<file path="src/rtl/wsbm_pkg.sv">
// ----------------------------------------------------------------------------
// wsbm_pkg
// Shared types and constants for the wildcard substring best-match unit.
// ----------------------------------------------------------------------------
package wsbm_pkg;

  localparam int BYTE_W  = 8;
  localparam int ID_W    = 16;
  localparam int SIZE_W  = 8;
  localparam int REG_W   = 64;
  localparam int PLEN_W  = 5;
  localparam int ADDR_W  = 2;
  localparam int PAT_W   = 2 * REG_W;
  localparam int PAT_BYTES = PAT_W / BYTE_W;

  localparam logic [BYTE_W-1:0] WILD_QUESTION = 8'h3F;
  localparam logic [BYTE_W-1:0] WILD_HASH     = 8'h23;

  localparam logic [PLEN_W-1:0] PLEN_RESET = 5'd1;

  typedef enum logic [ADDR_W-1:0] {
    CFG_PAT_LOW  = 2'd0,
    CFG_PAT_HIGH = 2'd1,
    CFG_PAT_LEN  = 2'd2
  } cfg_addr_t;

  // Record attributes and markers handed to the best-match tracker.
  typedef struct packed {
    logic              matched;
    logic              enabled;
    logic [SIZE_W-1:0] size;
    logic [ID_W-1:0]   id;
    logic              end_rec;
    logic              end_tab;
  } rec_info_t;

endpackage

</file>
<file path="src/rtl/wsbm_window_match.sv">
// ----------------------------------------------------------------------------
// wsbm_window_match
// Byte window of the current record and parallel wildcard pattern compare.
// ----------------------------------------------------------------------------
module wsbm_window_match import wsbm_pkg::*; #(
  parameter int PATTERN_MAX = 16
) (
  input  logic              clk,
  input  logic              rst_n,
  input  logic              step,
  input  logic [BYTE_W-1:0] text_byte,
  input  logic              end_rec,
  input  logic [PAT_W-1:0]  pattern,
  input  logic [PLEN_W-1:0] pat_len,
  output logic              hit
);

  localparam int CNT_W = $clog2(PATTERN_MAX + 1);
  localparam int LEN_W = (CNT_W > PLEN_W) ? CNT_W : PLEN_W;
  localparam int IDX_W = (PATTERN_MAX > 1) ? $clog2(PATTERN_MAX) : 1;
  localparam logic [LEN_W-1:0] MAX_LEN = LEN_W'(PATTERN_MAX);
  localparam logic [CNT_W-1:0] MAX_CNT = CNT_W'(PATTERN_MAX);

  logic [BYTE_W-1:0] win_r   [PATTERN_MAX];
  logic [BYTE_W-1:0] win_nxt [PATTERN_MAX];
  logic [BYTE_W-1:0] pat_b   [PATTERN_MAX];
  logic [CNT_W-1:0]  seen_r, seen_nxt;
  logic              matched_r;
  logic [LEN_W-1:0]  len_ext, len_eff;
  logic [PATTERN_MAX-1:0] pos_ok;
  logic              win_hit;

  for (genvar i = 0; i < PATTERN_MAX; i++) begin : g_pat
    if (i < PAT_BYTES) begin : g_in
      assign pat_b[i] = pattern[i*BYTE_W +: BYTE_W];
    end else begin : g_zero
      assign pat_b[i] = '0;
    end
  end

  always_comb begin
    win_nxt[0] = text_byte;
    for (int k = 1; k < PATTERN_MAX; k++) begin
      win_nxt[k] = win_r[k-1];
    end
  end

  assign seen_nxt = (seen_r == MAX_CNT) ? seen_r : seen_r + CNT_W'(1);
  assign len_ext  = LEN_W'(pat_len);
  assign len_eff  = (len_ext > MAX_LEN) ? MAX_LEN : len_ext;

  // window position j is compared against pattern byte len-1-j
  for (genvar j = 0; j < PATTERN_MAX; j++) begin : g_pos
    logic [LEN_W-1:0]  pidx;
    logic [BYTE_W-1:0] pb;
    assign pidx = len_eff - LEN_W'(j + 1);
    assign pb   = pat_b[pidx[IDX_W-1:0]];
    assign pos_ok[j] = (LEN_W'(j) >= len_eff) || (pb == WILD_QUESTION) ||
                       (pb == WILD_HASH) || (pb == win_nxt[j]);
  end

  assign win_hit = (LEN_W'(seen_nxt) >= len_eff) && (&pos_ok);
  assign hit     = matched_r || win_hit;

  always_ff @(posedge clk) begin
    if (step) begin
      for (int k = 0; k < PATTERN_MAX; k++) begin
        win_r[k] <= win_nxt[k];
      end
    end
  end

  always_ff @(posedge clk) begin
    if (!rst_n) begin
      seen_r    <= '0;
      matched_r <= 1'b0;
    end else if (step) begin
      if (end_rec) begin
        seen_r    <= '0;
        matched_r <= 1'b0;
      end else begin
        seen_r    <= seen_nxt;
        matched_r <= hit;
      end
    end
  end

endmodule

</file>
<file path="src/rtl/wsbm_best_select.sv">
// ----------------------------------------------------------------------------
// wsbm_best_select
// Keeps the smallest matching enabled record and holds the result word.
// ----------------------------------------------------------------------------
module wsbm_best_select import wsbm_pkg::*; (
  input  logic              clk,
  input  logic              rst_n,
  input  logic              step,
  input  rec_info_t         info,
  input  logic              res_ready,
  output logic              res_valid,
  output logic              res_found,
  output logic [ID_W-1:0]   res_id,
  output logic [SIZE_W-1:0] res_size
);

  logic              have_r;
  logic [ID_W-1:0]   best_id_r;
  logic [SIZE_W-1:0] best_size_r;
  logic              upd, b_have;
  logic [ID_W-1:0]   b_id;
  logic [SIZE_W-1:0] b_size;
  logic              valid_r, found_r;
  logic [ID_W-1:0]   id_r;
  logic [SIZE_W-1:0] size_r;

  assign upd    = info.end_rec && info.matched && info.enabled &&
                  (!have_r || (info.size < best_size_r));
  assign b_have = upd || have_r;
  assign b_id   = upd ? info.id   : best_id_r;
  assign b_size = upd ? info.size : best_size_r;

  always_ff @(posedge clk) begin
    if (!rst_n) begin
      have_r <= 1'b0;
    end else if (step && info.end_rec) begin
      have_r <= b_have && !info.end_tab;
    end
  end

  always_ff @(posedge clk) begin
    if (step && info.end_rec) begin
      best_id_r   <= b_id;
      best_size_r <= b_size;
    end
  end

  always_ff @(posedge clk) begin
    if (!rst_n) begin
      valid_r <= 1'b0;
    end else if (step && info.end_tab) begin
      valid_r <= 1'b1;
    end else if (res_ready) begin
      valid_r <= 1'b0;
    end
  end

  always_ff @(posedge clk) begin
    if (step && info.end_tab) begin
      found_r <= b_have;
      id_r    <= b_have ? b_id   : '0;
      size_r  <= b_have ? b_size : '0;
    end
  end

  assign res_valid = valid_r;
  assign res_found = found_r;
  assign res_id    = id_r;
  assign res_size  = size_r;

endmodule

</file>
<file path="src/rtl/wildcard_substring_best_match_unit.sv">
// ----------------------------------------------------------------------------
// wildcard_substring_best_match_unit
// Wildcard substring search over a table of records; reports the smallest
// enabled record whose text contains the configured pattern.
// ----------------------------------------------------------------------------
//  port group | dir | tdata (low bit up)                         | side bits
//  in_        | in  | text_byte, record_id, record_size,         | tuser: last_of_record
//             |     | record_enabled, 7 zero bits                | tlast: last_of_table
//  out_       | out | best_record, best_size                     | tuser: found
//  cfg_       | in  | write enable, 2-bit index, 64-bit data     | -
//
//  One byte per cycle unless stalled: a byte is taken into the input register,
//  and the window compare and best-record update are registered from that register.
//  The result register is loaded when the table's last byte leaves the input register.
//  Synchronous active-low reset clears control state; no clearing pass.
//  Input stalls only on a table end while the result register is still held.
// ----------------------------------------------------------------------------
module wildcard_substring_best_match_unit import wsbm_pkg::*; #(
  parameter int PATTERN_MAX = 16
) (
  input  logic              clk,
  input  logic              rst_n,
  input  logic              in_tvalid,
  output logic              in_tready,
  input  logic [39:0]       in_tdata,   // text_byte, record_id, record_size, record_enabled
  input  logic              in_tuser,   // last_of_record
  input  logic              in_tlast,   // last_of_table
  output logic              out_tvalid,
  input  logic              out_tready,
  output logic [23:0]       out_tdata,  // best_record, best_size
  output logic              out_tuser,  // found
  input  logic              cfg_we,
  input  logic [ADDR_W-1:0] cfg_addr,
  input  logic [REG_W-1:0]  cfg_wdata
);

  logic [REG_W-1:0]  pat_low_r, pat_high_r;
  logic [PLEN_W-1:0] pat_len_r;

  logic              s1_valid_r;
  logic [BYTE_W-1:0] s1_text_r;
  logic [ID_W-1:0]   s1_id_r;
  logic [SIZE_W-1:0] s1_size_r;
  logic              s1_en_r, s1_lrec_r, s1_ltab_r;
  logic              s1_go, in_take, out_free, hit;
  rec_info_t         info;
  logic              res_found;
  logic [ID_W-1:0]   res_id;
  logic [SIZE_W-1:0] res_size;

  always_ff @(posedge clk) begin
    if (!rst_n) begin
      pat_low_r  <= '0;
      pat_high_r <= '0;
      pat_len_r  <= PLEN_RESET;
    end else if (cfg_we) begin
      unique case (cfg_addr_t'(cfg_addr))
        CFG_PAT_LOW:  pat_low_r  <= cfg_wdata;
        CFG_PAT_HIGH: pat_high_r <= cfg_wdata;
        CFG_PAT_LEN:  pat_len_r  <= cfg_wdata[PLEN_W-1:0];
        default: ;
      endcase
    end
  end

  assign out_free  = !out_tvalid || out_tready;
  assign s1_go     = s1_valid_r && (!s1_ltab_r || out_free);
  assign in_tready = !s1_valid_r || s1_go;
  assign in_take   = in_tvalid && in_tready;

  always_ff @(posedge clk) begin
    if (!rst_n) begin
      s1_valid_r <= 1'b0;
    end else if (in_tready) begin
      s1_valid_r <= in_tvalid;
    end
  end

  always_ff @(posedge clk) begin
    if (in_take) begin
      s1_text_r <= in_tdata[7:0];
      s1_id_r   <= in_tdata[23:8];
      s1_size_r <= in_tdata[31:24];
      s1_en_r   <= in_tdata[32];
      s1_lrec_r <= in_tuser;
      s1_ltab_r <= in_tlast;
    end
  end

  wsbm_window_match #(
    .PATTERN_MAX(PATTERN_MAX)
  ) u_match (
    .clk       (clk),
    .rst_n     (rst_n),
    .step      (s1_go),
    .text_byte (s1_text_r),
    .end_rec   (s1_lrec_r || s1_ltab_r),
    .pattern   ({pat_high_r, pat_low_r}),
    .pat_len   (pat_len_r),
    .hit       (hit)
  );

  assign info.matched = hit;
  assign info.enabled = s1_en_r;
  assign info.size    = s1_size_r;
  assign info.id      = s1_id_r;
  assign info.end_rec = s1_lrec_r || s1_ltab_r;
  assign info.end_tab = s1_ltab_r;

  wsbm_best_select u_best (
    .clk       (clk),
    .rst_n     (rst_n),
    .step      (s1_go),
    .info      (info),
    .res_ready (out_tready),
    .res_valid (out_tvalid),
    .res_found (res_found),
    .res_id    (res_id),
    .res_size  (res_size)
  );

  assign out_tdata = {res_size, res_id};
  assign out_tuser = res_found;

endmodule
</file>
<file path="config.mk">
export PLATFORM = sky130hd
export DESIGN_NAME = wildcard_substring_best_match_unit
export DESIGN_NICKNAME = d
export VERILOG_FILES = /design/src/rtl/wsbm_pkg.sv /design/src/rtl/wsbm_window_match.sv /design/src/rtl/wsbm_best_select.sv /design/src/rtl/wildcard_substring_best_match_unit.sv
export SDC_FILE = /design/constraint.sdc
export NUM_CORES = 1
export LEC_CHECK = 0
export BUFFER_PORTS_ARGS = -buffer_cell sky130_fd_sc_hd__buf_2
export CAP_MARGIN = 15
export CORE_MARGIN = 1.5
export CORE_UTILIZATION = 37
export CTS_CLUSTER_DIAMETER = 80
export DETAILED_ROUTE_END_ITERATION = 7
export GPL_ROUTABILITY_DRIVEN = 1
export SKIP_LAST_GASP = 1
export SYNTH_ARGS = -nofsm -noshare
export SYNTH_HDL_FRONTEND = slang
export SYNTH_HIERARCHICAL = 1
export SYNTH_SLANG_ARGS = --single-unit
</file>
<file path="constraint.sdc">
create_clock -name clk -period 10.8 [get_ports clk]
set_clock_uncertainty 0.05 [all_clocks]
set_input_delay 0.54 -clock clk [delete_from_list [all_inputs] [get_ports clk]]
set_output_delay 0.54 -clock clk [all_outputs]
set_load 0.05 [all_outputs]
</file>
-- Word level (Yosys, flattened, before mapping)
Memories as Yosys holds them, arrays and structs flattened.
Cells that the tools add are included.
- memory bits (writable): 128
- memories kept: 1
- output and inout port bits: 27
- logic and storage cells: 271
- input port bits: 113
- register bits: 226
- eq/ne operators: 51
- bitwise gates (word level): 16
- add/sub/neg operators: 17
- magnitude comparators: 35
- muxes and demuxes: 58
- reductions and logical operators: 74
- memory list (memory ; words ; bits a word ; rd ports ; clocked after Yosys merged registers in ; write ports ; line ; RTL):
    u_match.win_r ; 16 ; 8 ; 15 ; 0 ; 16 ; wsbm_window_match.sv:24 ; logic [BYTE_W-1:0] win_r [PATTERN_MAX];
- operators with widths (operator ; count):
    8-bit binary-select mux with 4-bit select ; 16
    8-bit 2-to-1 mux ; 33
    8-bit by 6-bit == test with 1-bit output, second input constant ; 32
    8-bit == test ; 16
    5-bit greater-or-equal comparator, second input constant ; 16
    4-bit inverter with 5-bit output ; 16
    1-bit logical OR ; 55
    4-bit by 5-bit greater-or-equal comparator with 1-bit output, first input constant ; 8
    4-bit subtractor, second input constant ; 8
    3-bit by 5-bit greater-or-equal comparator with 1-bit output, first input constant ; 4
    16-bit 2-to-1 mux ; 1
    16-bit AND reduction ; 1
    4-bit by 3-bit subtractor with 4-bit output, second input constant ; 4
    5-bit 2-to-1 mux ; 3
    1-bit by 5-bit greater-or-equal comparator with 1-bit output, first input constant ; 2
    2-bit by 5-bit greater-or-equal comparator with 1-bit output, first input constant ; 2
    1-bit logical AND ; 9
    8-bit less-than comparator ; 1
    4-bit by 1-bit subtractor with 4-bit output, second input constant ; 2
    4-bit by 2-bit subtractor with 4-bit output, second input constant ; 2
    2-bit AND reduction ; 3
    5-bit by 1-bit adder with 5-bit output, second input constant ; 1
    5-bit == test, second input constant ; 1
    5-bit greater-or-equal comparator ; 1
    7 further kinds ; 14

-- Longest topological paths before layout
- word-level depth: 19
- depth in mapped cells: 26
- mapped depth without buffers: 18

-- By module
The synthesis kept the hierarchy.
- modules (own cells, without submodules) (module ; cells an instance ; area each (µm²) ; sequential area each (µm²) ; instances):
    wsbm_window_match ; 1660 ; 16605.9 ; 3723.6 ; 1
    wildcard_substring_best_match_unit ; 546 ; 6193.4 ; 3733.6 ; 1
    wsbm_best_select ; 159 ; 2369.8 ; 1511.4 ; 1

-- Worst setup path after synthesis
Ideal clock, no wire load.
- path type: reg-to-reg
- start point: register pat_len_r[4]
- end point: register u_best.best_size_r[0], data pin
- path buffers: 10
- arrival time: 5831 ps
- period minus slack after synthesis: 6141 ps
- stages on the path, launching flop included: 26
- library setup time: 260 ps
- required time: 10490 ps
- slack: 4659 ps
- path through: dfxtp_1 > nand2b_1 > buf_4 > buf_2 > buf_2 > buf_2 > buf_2 > ha_1 > clkbuf_1 > buf_4 > buf_2 > buf_1 > mux4_2 > mux2i_1 > mux2i_1 > xor2_1 > a2111oi_0 > nand3_1 > a221oi_2 > o2111ai_1 > o31ai_1 > nand3_1 > a2111oi_4 > or2_1 > buf_4 > mux2_2
- word-level cells in the longest chain between the ends: 18
- elaborated cells between the ends (all ways): 202
- classes of those cells: 16 x add/sub; 18 x order compare; 48 x eq/ne; 50 x mux; 16 x bitwise; 54 x reduce/logical
- RTL lines (what ; line ; RTL):
    from (decl) ; wildcard_substring_best_match_unit.sv:38 ; logic [PLEN_W-1:0] pat_len_r;
    from (signal assigned) ; wildcard_substring_best_match_unit.sv:60 ; CFG_PAT_LEN: pat_len_r <= cfg_wdata[PLEN_W-1:0];
    5-bit > comparator ; wsbm_window_match.sv:50 ; assign len_eff = (len_ext > MAX_LEN) ? MAX_LEN : len_ext;
    5-bit 2-to-1 mux * ; wsbm_window_match.sv:50 ;
    4-bit by 1-bit subtractor with 4-bit output, or another cell as far along ; wsbm_window_match.sv:56 ; assign pidx = len_eff - LEN_W'(j + 1);
    4-bit inverter with 5-bit output (implied by the code) ; wsbm_window_match.sv:57 ; assign pb = pat_b[pidx[IDX_W-1:0]];
    8-bit binary-select mux with 4-bit select ; wsbm_window_match.sv:57 ;
    8-bit 2-to-1 mux (implied by the code) (2 in a row) ; wsbm_window_match.sv:57 ;
    8-bit by 6-bit == test with 1-bit output ; wsbm_window_match.sv:58 ; assign pos_ok[j] = (LEN_W'(j) >= len_eff) || (pb == WILD_QUESTION) ||
    1-bit logical OR (2 in a row) ; wsbm_window_match.sv:58 ;
    1-bit logical OR ; wsbm_window_match.sv:59 ; (pb == WILD_HASH) || (pb == win_nxt[j]);
    16-bit AND reduction ; wsbm_window_match.sv:62 ; assign win_hit = (LEN_W'(seen_nxt) >= len_eff) && (&pos_ok);
    1-bit logical AND * ; wsbm_window_match.sv:62 ;
    1-bit logical OR * ; wsbm_window_match.sv:63 ; assign hit = matched_r || win_hit;
    via hit ; wildcard_substring_best_match_unit.sv:45 ; logic s1_go, in_take, out_free, hit;
    1-bit logical AND * (3 in a row) ; wsbm_best_select.sv:27 ; assign upd = info.end_rec && info.matched && info.enabled &&
    8-bit 2-to-1 mux * ; wsbm_best_select.sv:31 ; assign b_size = upd ? info.size : best_size_r;
    via u_best.b_size[0] ; wsbm_best_select.sv:22 ; logic [SIZE_W-1:0] b_size;
    to (signal assigned) ; wsbm_best_select.sv:44 ; best_size_r <= b_size;
    to (decl) ; wsbm_best_select.sv:19 ; logic [SIZE_W-1:0] best_size_r;
Mark *: on every way through the listed nets, which the timed path passes. The rest lies on a longest branch. The select of a mux whose other input is x is not followed.
A chain may end at the register's enable or synchronous reset.

-- Final worst setup path
- start point: register pat_len_r[0]
- end point: register u_best.best_size_r[0], data pin
The elaborated chain is that of the path after synthesis.

==> metrics.yaml <==
worst_setup_path:
  r2r_cells: 16
  crit_top_cell: "mux2i_1"
  cp_num_cells: 16
  cp.arrival_ns: 8.50
  cp_num_buf_inv: 1
  worstSetupEndpoint: "u_best/best_size_r[0]$_DFFE_PP_"
  crit_type: "reg2reg"
  critPathLaunchType: "flip-flop"
  cp_max_fo: 28
  slowest_delay_ns: 0.93
  crit_family: "simple AND/OR/NAND/NOR gates"
  cp-end-kind: "flip-flop"
  r2r_slack_ns: 2.58
  crit_chain: "nand2b_4 > ha_2 > buf_4 > mux4_2 > mux2i_1 > mux2i_1 > xor2_1 > nor4_1 > a211oi_1 > a31oi_1 > nand4b_1 > o31ai_1 > nand3_1 > a2111oi_4 > or2_1 > mux2_2"
  crit_required_ns: 11.08
  cpMaxStageDelayCell: "ha_2"
  rr_startpoint: "pat_len_r[0]$_SDFFE_PN1P_"
  r2r_end: "u_best/best_size_r[0]$_DFFE_PP_"
  cp-startpoint: "pat_len_r[0]$_SDFFE_PN1P_"
global_route:
  overflow: 0
  grt_pass1_wl_mm: 151
  grt_pass1_vias: 20300
  antenna_found_initial: 2
  grt_use_total_pct: 29.9
  grt_max_degree: 111
synth:
  yosysMostFrequentCell: "mux2i_1"
  synthDistinctLibCells: 101
  yosysWarnings: 6
  synth_edf_count: 204
  syn_area_per_cell_sq_um: 10.6
  synth_top_area_share_pct: 24.3
  synthCells: 2365
  yosysSeqAreaShare_pct: 35.6
  synth_nets: 2500
  synth_area_sq_um: 25200
  async_flop_share_pct: 0
  yosys.area.top_type: "edfxtp_1"
  yosys_most_used_dff: "edfxtp_1"
  synth.cells.most_frequent: "mux2i_1 (333), nand2_1 (329), edfxtp_1 (204), dfxtp_1 (142), mux4_2 (122)"
  ys_top_cells_by_area: "edfxtp_1 (24%), mux2i_1 (13%), dfxtp_1 (11%)"
  ys_ff_latch: 346
cts:
  clk_pin_slew_ns: 0.06
  root_buffer: "clkbuf_16"
  cts_setup_buffers: 0
  ctsHtreeMaxLevel: 2
  clockBufferDepth: 3
  cts_tree: "yes"
  numCtsBuffers: 40
  hold_buffers: 0
  clk_latency_ns: 0.59
  cts-resized-gates: 0
  cts.sinks: 346
timing:
  layout_setup_ws_ns: 2.58
  relSlewSlack_pct: 14.5
  tightest_slew_ns: 1.28
  hold_violations: 0
  fin_crit_sh_pct: 76.1
  period_needed_ns: 8.22
  rsz0062_at_grt: "false"
  slew_viol_final: 0
  timing.setup.tns_ns: 0
  setup_violations: 0
  max_freq_ghz: 0.122
placed_design:
  place_congestion: 1.06
  place_hpwl_mm: 81.2
  portBuffers: 132
  placedCellCount: 3241
  dp_worst_setup_slack_ns: 2.73
power_and_ir_drop:
  leakagePower_uw: 0.0104
  ir_worst_vdd_v: 0.000121
  cellPowerDensity_nw_per_um2: 134
die:
  die_h_um: 264
  initial_core_util_pct: 37.4
  rows: 95
  fp.coreArea_sq_um: 67300
  ios: 140
  die_x_um: 264
  dieArea_sq_um: 69600
final_layout:
  fin_util_pct: 41.2
  layout.nets: 2546
  fin_cells: 3316
  drive_gt1_share_pct: 18.8
  area_growth_syn_to_layout_pct: 10.2
drt:
  drt-total-wl_mm: 107
  viasPerCell: 6.54
  detail-route-antenna-nets: 0
  drc_errors: 0
  post_drt_wl_per_cell_um: 32.1
  dr.first_iter.drc_count: 2782
  first_pass_iters: 6
  vias: 21700
flow_run:
  maxCapViolCount: 0
worst_hold_path:
  min-delay-path-class: "in2reg"
outcome:
  status: "complete, no violations"
## where the power goes
part / switching [uW] / internal [uW] / leakage [uW] / total, uW
logic: 491 / 299 / 0.00666 / 791
clock network: 583 / 819 / 0.000673 / 1400
registers: 84.5 / 1450 / 0.00309 / 1540
total: 1160 / 2570 / 0.0104 / 3730
## through the flow
step / hold WS [ns] / area [sq um] / power, uW
2_1_floorplan: 0.374 / 25200 / 2050
3_3_place_gp: 0.392 / 26300 / 2310
3_5_place_dp: 0.396 / 26400 / 2320
4_1_cts: 0.0489 / 27700 / 3730
5_1_grt: 0.0521 / 27700 / 3840
6_report: 0.0817 / 27700 / 3730
## per-layer routing
layer	wire, um	share of wire, %	track usage [%]
met1	42900	40	39.6
met2	46700	44	45.4
met3	10600	10	7.43
met4	6370	6.0	15.3
met5	0	0	0
## layout by cell type (no fill, tap or decap), types with 14 or more instances in the layout
cell type,count
a2111oi_0,16
a211oi_1,30
a21oi_1,56
a22o_1,22
a22oi_1,20
a31oi_1,22
and3_1,14
and3b_1,17
buf_2,131
buf_4,43
clkbuf_16,41
dfxtp_1,139
edfxtp_1,204
ha_1,21
inv_1,33
mux2_2,42
mux2i_1,332
mux4_2,122
nand2_1,329
nand3_1,40
nand4_1,21
nor2_1,67
nor2b_1,16
nor3_1,26
nor4_1,25
o211ai_1,19
o21ai_0,60
o221ai_1,20
o22a_1,23
o22ai_1,35
xnor2_1,91
xor2_1,77
## cells by family (layout without fill, tap and decap cells)
group                    Yosys count  in the layout  share of synthesized area (%)
XOR/XNOR                         171            171                           6.01
AND/OR/NAND/NOR                  658            658                           12.8
flip-flops                       346            346                           35.6
other                              0              1                              0
adder cells (fa/ha/maj)           22             22                           1.09
AO/OA/AOI/OAI                    443            443                           12.9
buffers and inverters            214            291                           4.76
multiplexers                     511            511                           26.8
## cell type report
| type | instances | area (sq um) |
|---|---|---|
| Antenna cell | 1 | 2.50 |
| Clock buffer | 49 | 1080 |
| Clock inverter | 24 | 289 |
| Fill cell | 6409 | 39500 |
| Inverter | 39 | 151 |
| Multi-Input combinational cell | 1805 | 15100 |
| Sequential cell | 346 | 8970 |
| Tap cell | 873 | 1090 |
| Timing Repair Buffer | 179 | 1070 |
## worst min-delay path by stage
stage	startpoint	to	slack, ns	cells after the start
detailed placement	u_match/matched_r$_SDFFE_PN0P_	u_match/matched_r$_SDFFE_PN0P_	0.40	2
CTS	in_tdata[6]	s1_text_r[6]$_DFFE_PP_	0.05	1
global placement	u_match/matched_r$_SDFFE_PN0P_	u_match/matched_r$_SDFFE_PN0P_	0.39	2
global route	in_tdata[3]	s1_text_r[3]$_DFFE_PP_	0.05	1
finish	in_tdata[6]	s1_text_r[6]$_DFFE_PP_	0.08	1
floorplan	u_match/win_r[1][6]$_DFFE_PP_	u_match/win_r[1][14]$_DFFE_PP_	0.37	0
## flip-flops by register name, indices dropped and copies added (netlist names)
name,flops
pat_high_r,64
pat_len_r,5
pat_low_r,64
s1_en_r,1
s1_id_r,16
s1_lrec_r,1
s1_ltab_r,1
s1_size_r,8
s1_text_r,8
s1_valid_r,1
u_best/best_id_r,16
u_best/best_size_r,8
u_best/have_r,1
u_best/res_found,1
u_best/res_id,16
u_best/res_size,8
u_best/res_valid,1
u_match/matched_r,1
u_match/seen_r,5
u_match/win_r,120
Power figures use the tool's default switching activity.
